===== config.mk =====
export PLATFORM = sky130hd
export DESIGN_NAME = bf3em_ctrl
export DESIGN_NICKNAME = d
export VERILOG_FILES = /design/src/sv/bf3em_pkg.sv /design/src/sv/bf3em_ctrl.sv
export SDC_FILE = /design/constraint.sdc
export NUM_CORES = 1
export LEC_CHECK = 0
export BUFFER_PORTS_ARGS = -buffer_cell sky130_fd_sc_hd__buf_2
export CAP_MARGIN = 20
export CORE_AREA = 5 5 42 44
export DETAILED_ROUTE_END_ITERATION = 6
export DIE_AREA = 0 0 47 49
export PLACE_DENSITY = 0.55
export SKIP_CTS_REPAIR_TIMING = 1
export SYNTH_ARGS = -nofsm -noshare
export SYNTH_HDL_FRONTEND = slang
export SYNTH_SLANG_ARGS = --single-unit

===== constraint.sdc =====
create_clock -name clk -period 1.7 [get_ports clk]
set_clock_uncertainty 0.05 [all_clocks]
set_input_delay 0.34 -clock clk [delete_from_list [all_inputs] [get_ports clk]]
set_output_delay 0.34 -clock clk [all_outputs]
set_load 0.02 [all_outputs]

===== src/sv/bf3em_pkg.sv =====
// Shared constants, control/status structs and the reciprocal table of the
// 3x3 edge-clipped box filter. No dependencies.
`default_nettype none

package bf3em_pkg;

    // Line store depth and derived address width
    localparam int MAX_WIDTH  = 1024;
    localparam int MAX_HEIGHT = 4096;
    localparam int RAM_AW     = $clog2(MAX_WIDTH);

    // Field widths
    localparam int PIX_W = 8;
    localparam int COL_W = 10;
    localparam int ROW_W = 12;

    // Configuration port
    localparam int CFG_IDX_W  = 1;
    localparam int CFG_DATA_W = 13;
    localparam int CFGW_W     = 11;
    localparam logic [CFG_IDX_W-1:0] CFG_FRAME_WIDTH  = 1'b0;
    localparam logic [CFG_IDX_W-1:0] CFG_FRAME_HEIGHT = 1'b1;

    // Mean arithmetic: sum of up to nine pixels, count 1..9
    localparam int SUM_W       = 12;
    localparam int CNT_W       = 4;
    localparam int RECIP_SHIFT = 16;
    localparam int RECIP_W     = RECIP_SHIFT + 1;
    localparam int PROD_W      = SUM_W + RECIP_W;

    // Up to four results per input word, selected by {row_is_cur, col_is_cur}
    localparam int RES_N = 4;
    localparam int SEL_W = 2;

    typedef struct packed {
        logic             take;
        logic             shift;
        logic             sum_en;
        logic             mul_en;
        logic             out_load;
        logic [SEL_W-1:0] sel;
        logic             last;
    } dp_cmd_t;

    typedef struct packed {
        logic [RES_N-1:0] res_mask;
        logic             out_free;
    } dp_status_t;

    // ceil(2^16 / cnt); exact truncated quotient for any sum below 2296
    function automatic logic [RECIP_W-1:0] recip(input logic [CNT_W-1:0] cnt);
        logic [RECIP_W-1:0] r;
        unique case (cnt)
            4'd1:    r = 17'd65536;
            4'd2:    r = 17'd32768;
            4'd3:    r = 17'd21846;
            4'd4:    r = 17'd16384;
            4'd5:    r = 17'd13108;
            4'd6:    r = 17'd10923;
            4'd7:    r = 17'd9363;
            4'd8:    r = 17'd8192;
            4'd9:    r = 17'd7282;
            default: r = '0;
        endcase
        return r;
    endfunction

endpackage

`default_nettype wire


===== src/sv/bf3em_ctrl.sv =====
// Sequencer of the box filter: input handshake and result scheduling.
// Depends on bf3em_pkg.
`default_nettype none

module bf3em_ctrl (
    input  wire logic                   clk,
    input  wire logic                   rst_n,
    input  wire logic                   in_valid,
    output logic                        in_ready,
    input  wire bf3em_pkg::dp_status_t  status,
    output bf3em_pkg::dp_cmd_t          cmd
);

    import bf3em_pkg::*;

    localparam logic [2:0] ST_IDLE  = 3'd0;
    localparam logic [2:0] ST_SHIFT = 3'd1;
    localparam logic [2:0] ST_SUM   = 3'd2;
    localparam logic [2:0] ST_MUL   = 3'd3;
    localparam logic [2:0] ST_OUT   = 3'd4;

    logic [2:0]       state_reg, state_next;
    logic [RES_N-1:0] pend_reg, pend_next;
    logic [SEL_W-1:0] k;
    logic [RES_N-1:0] k_bit;
    logic [RES_N-1:0] remain;

    // Pick the lowest pending result
    always_comb
    begin
        priority if (pend_reg[0]) k = 2'd0;
        else if (pend_reg[1])     k = 2'd1;
        else if (pend_reg[2])     k = 2'd2;
        else                      k = 2'd3;
        k_bit  = RES_N'(1) << k;
        remain = pend_reg & ~k_bit;
    end

    assign in_ready = (state_reg == ST_IDLE);

    // Next state and commands
    always_comb
    begin
        state_next   = state_reg;
        pend_next    = pend_reg;
        cmd          = '0;
        cmd.sel      = k;
        cmd.last     = (remain == '0);
        unique case (state_reg)
            ST_IDLE:
            begin
                if (in_valid)
                begin
                    cmd.take   = 1'b1;
                    state_next = ST_SHIFT;
                end
            end
            ST_SHIFT:
            begin
                cmd.shift  = 1'b1;
                pend_next  = status.res_mask;
                state_next = (status.res_mask == '0) ? ST_IDLE : ST_SUM;
            end
            ST_SUM:
            begin
                cmd.sum_en = 1'b1;
                state_next = ST_MUL;
            end
            ST_MUL:
            begin
                cmd.mul_en = 1'b1;
                state_next = ST_OUT;
            end
            ST_OUT:
            begin
                // Hold until the output register is free
                if (status.out_free)
                begin
                    cmd.out_load = 1'b1;
                    pend_next    = remain;
                    state_next   = (remain == '0) ? ST_IDLE : ST_SUM;
                end
            end
            default:
            begin
                state_next = ST_IDLE;
            end
        endcase
    end

    always_ff @(posedge clk or negedge rst_n)
    begin
        if (!rst_n)
        begin
            state_reg <= ST_IDLE;
            pend_reg  <= '0;
        end
        else
        begin
            state_reg <= state_next;
            pend_reg  <= pend_next;
        end
    end

endmodule

`default_nettype wire


==> results.json, run 1 <==
{
  "status": "finished, final reports clean",
  "nFillCells": 151,
  "period_share_pct": 97.1,
  "syn-cell-area_um2": 440,
  "numCtsBuffers": 3,
  "synth_area_leaders": "dfrtp_1 40%, nor3b_4 8.5%, o211a_1 4.5%, nor3_1 3.4%, a21o_1 3.4%",
  "maxCapViolCount": 0,
  "worst_ir_drop_vdd_mv": 0.825,
  "start_util_pct": 31.4,
  "antenna_found_initial": 0,
  "portBuffers": 16,
  "reg2reg_to": "state_reg[1]$_DFFE_PN0P_",
  "dieWidth_um": 47,
  "seq_area_frac_synth_pct": 39.8,
  "crit_slowest_cell": "dfrtp_1",
  "syn_nets": 51,
  "diodes": 0,
  "min_period_ns": 1.65,
  "hold_viol_final": 0,
  "hpwl_um": 783,
  "ioPinCount": 17,
  "viasPerCell": 4.81,
  "largest_reg_flops": 4,
  "synth_cells": 43,
  "cts_tree": "built",
  "ys_ff_latch": 7,
  "r2r_slack_ns": 0.26,
  "area_growth_pct": 43.8,
  "holdWs_ns": 0.288,
  "fin_area_um2": 633,
  "clk_path_buf_depth": 2,
  "avgSynthCellArea_um2": 10.2,
  "crit_path_cell_trace": "or3_4 -> o21ai_2 -> buf_6",
  "nNetsFinal": 76,
  "ff2ff_path_depth": 3,
  "grt_pass1_vias": 374,
  "leakagePower_nw": 0.323,
  "clock_latency_ns": 0.24,
  "gr-total-overflow": 0,
  "drc": 0,
  "p_per_area_nw_per_um2": 2080,
  "cp-start-kind": "flop",
  "slowest_delay_ns": 0.42,
  "finalPower_mw": 1.31,
  "maxSlewViolCount": 0,
  "fp.coreArea_um2": 1400,
  "netlist.area_leader.share_pct": 39.8,
  "drive_above_1_share_pct": 56.7,
  "max_freq_ghz": 0.606,
  "tightest_slew_ns": 0.204,
  "endpoint_kind": "output pin",
  "timing.rr.start": "pend_reg[2]$_DFFE_PN0P_",
  "synth.distinct_cells": 25,
  "grt_max_degree": 9,
  "synth_top_flop_cell": "dfrtp_1",
  "cp.required_ns": 1.31,
  "critPathKind": "reg -> out",
  "finalSetupViolCount": 0,
  "initialDrtViolationCount": 5,
  "min_path_cells": 2,
  "routedWlPerCell_um": 11.8,
  "firstDrtPassIters": 6,
  "track_usage_pct": 9.03,
  "worst-path-buf-inv": 1,
  "final_cells": 83,
  "root_buffer": "clkbuf_4",
  "clkSinkCount": 7,
  "slew_headroom_pct": 86.3,
  "async_reset_ff_share_pct": 100,
  "arrival_ns": 1.26,
  "die_area_um2": 2300,
  "num_rows": 14,
  "postPlaceCellArea_um2": 556,
  "path_delay_family": "flip-flops",
  "final_core_util_pct": 45.2,
  "synth_edf_count": 0,
  "dp_cells": 76,
  "synth_top_area_cell": "dfrtp_1",
  "min_to": "state_reg[0]$_DFFE_PN0P_",
  "synth_warnings": 0,
  "rsz0062_at_grt": "true",
  "cts.clk_slew.worst_paths_ns": 0.05,
  "gp_congestion": 0.752,
  "num_vias": 399,
  "grt_pass1_wl_mm": 1.54,
  "crit_fanout": 5,
  "antenna_left": 0,
  "die_h_um": 49,
  "hp-class": "in -> reg",
  "cts_max_level": 1,
  "min_from": "in_valid",
  "finalWirelength_um": 983
}
==> where the power goes <==
part | leakage [nW] | switching [mW] | internal [mW]
clock network | 0.0150 | 0.0515 | 0.0889
registers | 0.0844 | 0.141 | 0.251
logic | 0.224 | 0.381 | 0.402
==> cells in the mapped netlist, drive strengths merged (2+ instances only) <==
| master | n |
|---|---|
| a21o | 2 |
| inv | 4 |
| nor3b | 2 |
| and2 | 2 |
| dfrtp | 7 |
| nor2 | 3 |
| nor3 | 3 |
| o21ai | 2 |
| o211a | 2 |
==> worst max-delay path by stage <==
stage	endpoint	start	cells after the start
6_report	cmd[0]	pend_reg[2]$_DFFE_PN0P_	3
5_1_grt	cmd[5]	state_reg[1]$_DFFE_PN0P_	3
4_1_cts	cmd[5]	state_reg[1]$_DFFE_PN0P_	3
3_5_place_dp	cmd[5]	state_reg[1]$_DFFE_PN0P_	3
3_3_place_gp	state_reg[1]$_DFFE_PN0P_	state_reg[0]$_DFFE_PN0P_	4
2_1_floorplan	cmd[0]	pend_reg[2]$_DFFE_PN0P_	2
==> cell usage in the layout (no fill, tap or decap), types with 2 or more instances in the layout <==
master    count
buf_2        14
buf_4         5
inv_1         4
dfrtp_1       4
clkbuf_4      3
dfrtp_2       3
nor3_1        2
nor3b_4       2
a21o_1        2
o211a_1       2
nor2_1        2
==> layer usage <==
layer	GRT usage, %	up-vias	share of wire (%)
li1	-	212	-
met5	0	-	0
met1	11.5	185	43
met2	13.8	2	55
met3	1.11	0	1.1
met4	5.53	0	0
==> logic make-up after synthesis <==
group,count (synthesis),share of synthesized area (%)
AO/OA/AOI/OAI,15,29.0
buffers and inverters,5,4.54
flip-flops,7,39.8
AND/OR/NAND/NOR,15,24.1
adder cells (fa/ha/maj),1,2.56
==> layout make-up <==
type | instances | area, um2 | area share [%]
timing repair buffer | 21 | 129 | 20.4
sequential | 7 | 179 | 28.3
inverter | 4 | 15.0 | 2.37
clock buffer | 4 | 26.3 | 4.15
multi-input combinational | 31 | 264 | 41.7
tap | 16 | 20.0 | 3.16
==> through the flow <==
step	setup TNS (ns)	setup slack (ns)
6_report	0	0.0497
5_1_grt	-0.0226	-0.0144
4_1_cts	-0.131	-0.0518
3_5_place_dp	0	0.219
3_3_place_gp	0	0.232
2_1_floorplan	0	0.120
(Power assumes the default switching activity.)
==> inputs of run 2 (changes only) <==
--- a/config.mk
+++ b/config.mk
@@ -10,7 +10,7 @@
 export CORE_AREA = 5 5 42 44
 export DETAILED_ROUTE_END_ITERATION = 6
 export DIE_AREA = 0 0 47 49
-export PLACE_DENSITY = 0.55
+export PLACE_DENSITY = 0.66
 export SKIP_CTS_REPAIR_TIMING = 1
 export SYNTH_ARGS = -nofsm -noshare
 export SYNTH_HDL_FRONTEND = slang
==> run 2 against run 1 <==
- via count grew 10%
- critical path depth grew 1
- sequential share of layout area fell by 1.6 points
- total power rose by 8.7%
- cell area grew 6.7%
- flip-flop and latch count stayed put
- global-route usage grew 0.89 points
- clock-buffer cell count unchanged
- wire length rose by 24%
- maximum frequency down 1.6%
- worst hold slack lost 0.014 ns
- worst setup slack worse by 0.027 ns
==> results.json, run 2 (synthesis results as in run 1) <==
{
  "leakagePower_nw": 0.344,
  "viasPerCell": 5.06,
  "clk_path_buf_depth": 2,
  "drc": 0,
  "numCtsBuffers": 3,
  "regArea_um2": 180,
  "rsz0062_at_grt": "true",
  "multi_input_area_um2": 269,
  "crit_fanout": 5,
  "clkSinkCount": 7,
  "routedWlPerCell_um": 14.0,
  "max_freq_ghz": 0.596,
  "p_per_area_nw_per_um2": 2120,
  "final_cells": 87,
  "cp-start-kind": "flop",
  "nNetsFinal": 80,
  "cts_max_level": 1,
  "final_core_util_pct": 48.2,
  "num_vias": 440,
  "track_usage_pct": 9.92,
  "ioPinCount": 17,
  "portBuffers": 16,
  "antenna_found_initial": 0,
  "hold_viol_final": 0,
  "die_h_um": 49,
  "nFillCells": 140,
  "clock_latency_ns": 0.24,
  "endpoint_kind": "output pin",
  "start_util_pct": 31.4,
  "hp-class": "in -> reg",
  "hpwl_um": 833,
  "grt_max_degree": 9,
  "arrival_ns": 1.29,
  "period_share_pct": 98.6,
  "slew_headroom_pct": 84.9,
  "final_cell_mix": "13 x buf_2, 9 x buf_4, 4 x inv_1, 4 x dfrtp_2",
  "die_area_um2": 2300,
  "maxSlewViolCount": 0,
  "gr-total-overflow": 0,
  "fp.coreArea_um2": 1400,
  "initialDrtViolationCount": 5,
  "num_rows": 14,
  "area_growth_pct": 53.4,
  "min_period_ns": 1.68,
  "dieWidth_um": 47,
  "ff2ff_path_depth": 4,
  "critPathKind": "reg -> out",
  "finalPower_mw": 1.43,
  "diodes": 0,
  "cts.clk_slew.worst_paths_ns": 0.06,
  "dp_cells": 75,
  "cp.required_ns": 1.31,
  "min_path_cells": 3,
  "drive_above_1_share_pct": 62.0,
  "crit_slowest_cell": "dfrtp_1",
  "tightest_slew_ns": 0.227,
  "status": "finished, final reports clean",
  "slowest_delay_ns": 0.40,
  "worst_ir_drop_vdd_mv": 0.750,
  "largest_reg_flops": 4,
  "finalSetupViolCount": 0,
  "antenna_left": 0,
  "grt_pass1_wl_mm": 1.67,
  "crit_path_cell_trace": "buf_4 -> nand2b_1 -> nor2_2 -> buf_6",
  "cts_tree": "built",
  "maxCapViolCount": 0,
  "grt_pass1_vias": 388,
  "layout_commonest_cell": "buf_2",
  "gp_congestion": 0.741,
  "firstDrtPassIters": 4,
  "root_buffer": "clkbuf_4",
  "finalWirelength_mm": 1.22
}
-- run 2: changes by cell type in the layout (fill, tap and decap cells not counted) --
cell	before	now
buf_2	14	13
dfrtp_2	3	4
nor3_1	2	1
buf_6	1	2
dfrtp_1	4	3
buf_4	5	9
nor3_2	1	2
-- run 2: area by class of cell --
cell class                 count  share of cell area, %
clock buffer                   4                   3.89
inverter                       4                   2.22
multi-input combinational     31                   39.8
sequential                     7                   26.7
tap                           16                   2.96
timing repair buffer          25                   24.4
-- run 2: critical path, delay by kind of cell, from the launching register on --
kind / cells / cell delay (ns)
buffers and inverters: 2 / 0.31
DFF: 1 / 0.40
and+or+nand+nor: 2 / 0.34
-- run 2: per-layer routing --
metal | part of all wire [%] | GRT usage (%)
met1 | 39 | 12.1
met2 | 54 | 15.6
met3 | 6.6 | 4.06
met4 | 0 | 2.76
met5 | 0 | 0
-- run 2: metrics by stage --
stage                     instance area, um2  TNS (ns)  hold slack, ns  worst slack, ns
after floorplan                          445         0        -0.00559            0.120
after global placement                   548         0           0.134            0.166
after detailed placement                 548         0           0.135            0.145
after CTS                                574    -0.322          -0.133           -0.137
after global routing                     676   -0.0798           0.276          -0.0317
final                                    676         0           0.274           0.0230
-- run 2: power breakdown --
group / leakage (nW) / switching [mW] / total, mW / internal [mW]
registers: 0.0835 / 0.123 / 0.376 / 0.253
logic: 0.245 / 0.432 / 0.899 / 0.467
clock network: 0.0150 / 0.0636 / 0.153 / 0.0897
-- run 2: worst paths after layout --
check / startpoint / to / slack [ns]
max: state_reg[2]$_DFFE_PN0P_ / cmd[4] / 0.02
min: status[2] / pend_reg[1]$_DFFE_PN0P_ / 0.27
max reg2reg: pend_reg[2]$_DFFE_PN0P_ / state_reg[1]$_DFFE_PN0P_ / 0.11
min reg2reg: pend_reg[2]$_DFFE_PN0P_ / pend_reg[2]$_DFFE_PN0P_ / 0.51
max in group asynchronous: rst_n / state_reg[1]$_DFFE_PN0P_ / 1.01
min in group asynchronous: rst_n / state_reg[2]$_DFFE_PN0P_ / 0.42
==> inputs of run 3 (changes only) <==
--- a/config.mk
+++ b/config.mk
@@ -5,7 +5,7 @@
 export SDC_FILE = /design/constraint.sdc
 export NUM_CORES = 1
 export LEC_CHECK = 0
-export BUFFER_PORTS_ARGS = -buffer_cell sky130_fd_sc_hd__buf_2
+export BUFFER_PORTS_ARGS = -buffer_cell sky130_fd_sc_hd__buf_4
 export CAP_MARGIN = 20
 export CORE_AREA = 5 5 42 44
 export DETAILED_ROUTE_END_ITERATION = 6
==> run 3 against run 2 <==
- the run now ends with negative setup slack left
- utilization rose by 0.27 points
- non-clock buffer count is 3 lower
- clock power grew 7%
- critical endpoint is now cmd[3]
- total power shrank 1.3%
- combinational power decreased by 5.7%
- worst setup slack got worse by 0.085 ns
- clock-buffer cell count unchanged
==> results.json, run 3 (synthesis results as in run 1) <==
{
  "slew_headroom_pct": 82.2,
  "min_to": "pend_reg[1]$_DFFE_PN0P_",
  "max_freq_ghz": 0.568,
  "num_rows": 14,
  "hp-class": "in -> reg",
  "rsz0062_at_grt": "true",
  "critPathKind": "reg -> out",
  "area_growth_pct": 54.3,
  "numCtsBuffers": 3,
  "drive_above_1_share_pct": 58.8,
  "min_from": "status[2]",
  "clock_latency_ns": 0.26,
  "period_share_pct": 104,
  "crit_slowest_cell": "dfrtp_2",
  "maxSlewViolCount": 0,
  "tns_ns": -0.0619,
  "portBuffers": 16,
  "min_path_cells": 3,
  "cts_max_level": 1,
  "final_cells": 84,
  "arrival_ns": 1.37,
  "min_period_ns": 1.76,
  "finalWirelength_mm": 1.18,
  "r2r_slack_ns": 0.26,
  "gr-total-overflow": 0,
  "antenna_left": 0,
  "drc": 0,
  "clkSinkCount": 7,
  "grt_max_degree": 9,
  "violations": "negative setup slack",
  "maxCapViolCount": 0,
  "cts_tree": "built",
  "initialDrtViolationCount": 15,
  "crit_fanout": 8,
  "postPlaceCellArea_um2": 581,
  "status": "finished, violations left",
  "setup_ws_ns": -0.0619,
  "regArea_um2": 180,
  "tightest_slew_ns": 0.267,
  "cp.required_ns": 1.31,
  "p_per_area_nw_per_um2": 2080,
  "routedWlPerCell_um": 14.1,
  "finalSetupViolCount": 1,
  "crit_path_cell_trace": "nor3b_4 -> and2_4 -> buf_4",
  "track_usage_pct": 10.3,
  "finalPower_mw": 1.41,
  "slowest_delay_ns": 0.47,
  "diodes": 0,
  "antenna_found_initial": 0,
  "largest_reg_flops": 4,
  "fp.coreArea_um2": 1400,
  "endpoint_kind": "output pin",
  "multi_input_area_um2": 267,
  "fin_area_um2": 679,
  "die_h_um": 49,
  "die_area_um2": 2300,
  "num_vias": 432,
  "gp_congestion": 0.758,
  "nNetsFinal": 77,
  "worst_ir_drop_vdd_mv": 0.848,
  "ff2ff_path_depth": 3,
  "start_util_pct": 31.4,
  "clk_path_buf_depth": 2,
  "final_core_util_pct": 48.5,
  "viasPerCell": 5.14,
  "reg2reg_to": "pend_reg[3]$_DFFE_PN0P_",
  "timing.rr.start": "pend_reg[0]$_DFFE_PN0P_",
  "dieWidth_um": 47,
  "grt_pass1_wl_mm": 1.72,
  "ioPinCount": 17,
  "layout_commonest_cell": "buf_4",
  "holdWs_ns": 0.253,
  "cts.clk_slew.worst_paths_ns": 0.06,
  "nFillCells": 137,
  "dp_slack_ns": 0.126,
  "leakagePower_nw": 0.337,
  "dp_cells": 74,
  "hpwl_um": 838,
  "root_buffer": "clkbuf_4",
  "firstDrtPassIters": 4,
  "grt_pass1_vias": 413,
  "cp-start-kind": "flop",
  "hold_viol_final": 0,
  "final_cell_mix": "20 x buf_4, 4 x inv_1, 4 x dfrtp_2"
}
run 3: cell types whose count changed in the layout (fill, tap and decap cells not counted), sizes merged:
cell	delta
buf	-3
run 3: routing by layer:
metal  wire, um  track usage (%)  vias up
li1           -                -      210
met1        548             13.6      203
met2        525             14.7       17
met3         94             2.58        2
met4         12             5.53        0
met5          0                0        -
run 3: report_power, final:
group	switching, mW	total (mW)	internal (mW)	leakage [nW]
sequential	0.146	0.398	0.252	0.0832
combinational	0.390	0.848	0.457	0.239
clock	0.0739	0.164	0.0904	0.0150
run 3: worst max-delay path, delay by kind of cell (launching register included):
| kind | cells | cell delay [ns] |
|---|---|---|
| flops | 1 | 0.47 |
| buf+inv | 1 | 0.13 |
| simple gates | 2 | 0.51 |
run 3: final cells by class:
cell class / count / area share [%]
clock buffer: 4 / 3.87
inverter: 4 / 2.21
multi-input combinational: 31 / 39.2
sequential: 7 / 26.5
tap: 16 / 2.95
timing repair buffer: 22 / 25.2
run 3: worst max path at each step:
stage                     slack (ns)     end                     start
after detailed placement        0.13  cmd[3]  state_reg[2]$_DFFE_PN0P_
after global routing           -0.09  cmd[3]  state_reg[0]$_DFFE_PN0P_
after CTS                      -0.16  cmd[3]  state_reg[2]$_DFFE_PN0P_
after global placement          0.17  cmd[3]  state_reg[2]$_DFFE_PN0P_
after floorplan                 0.12  cmd[0]   pend_reg[2]$_DFFE_PN0P_
final                          -0.06  cmd[3]  state_reg[0]$_DFFE_PN0P_
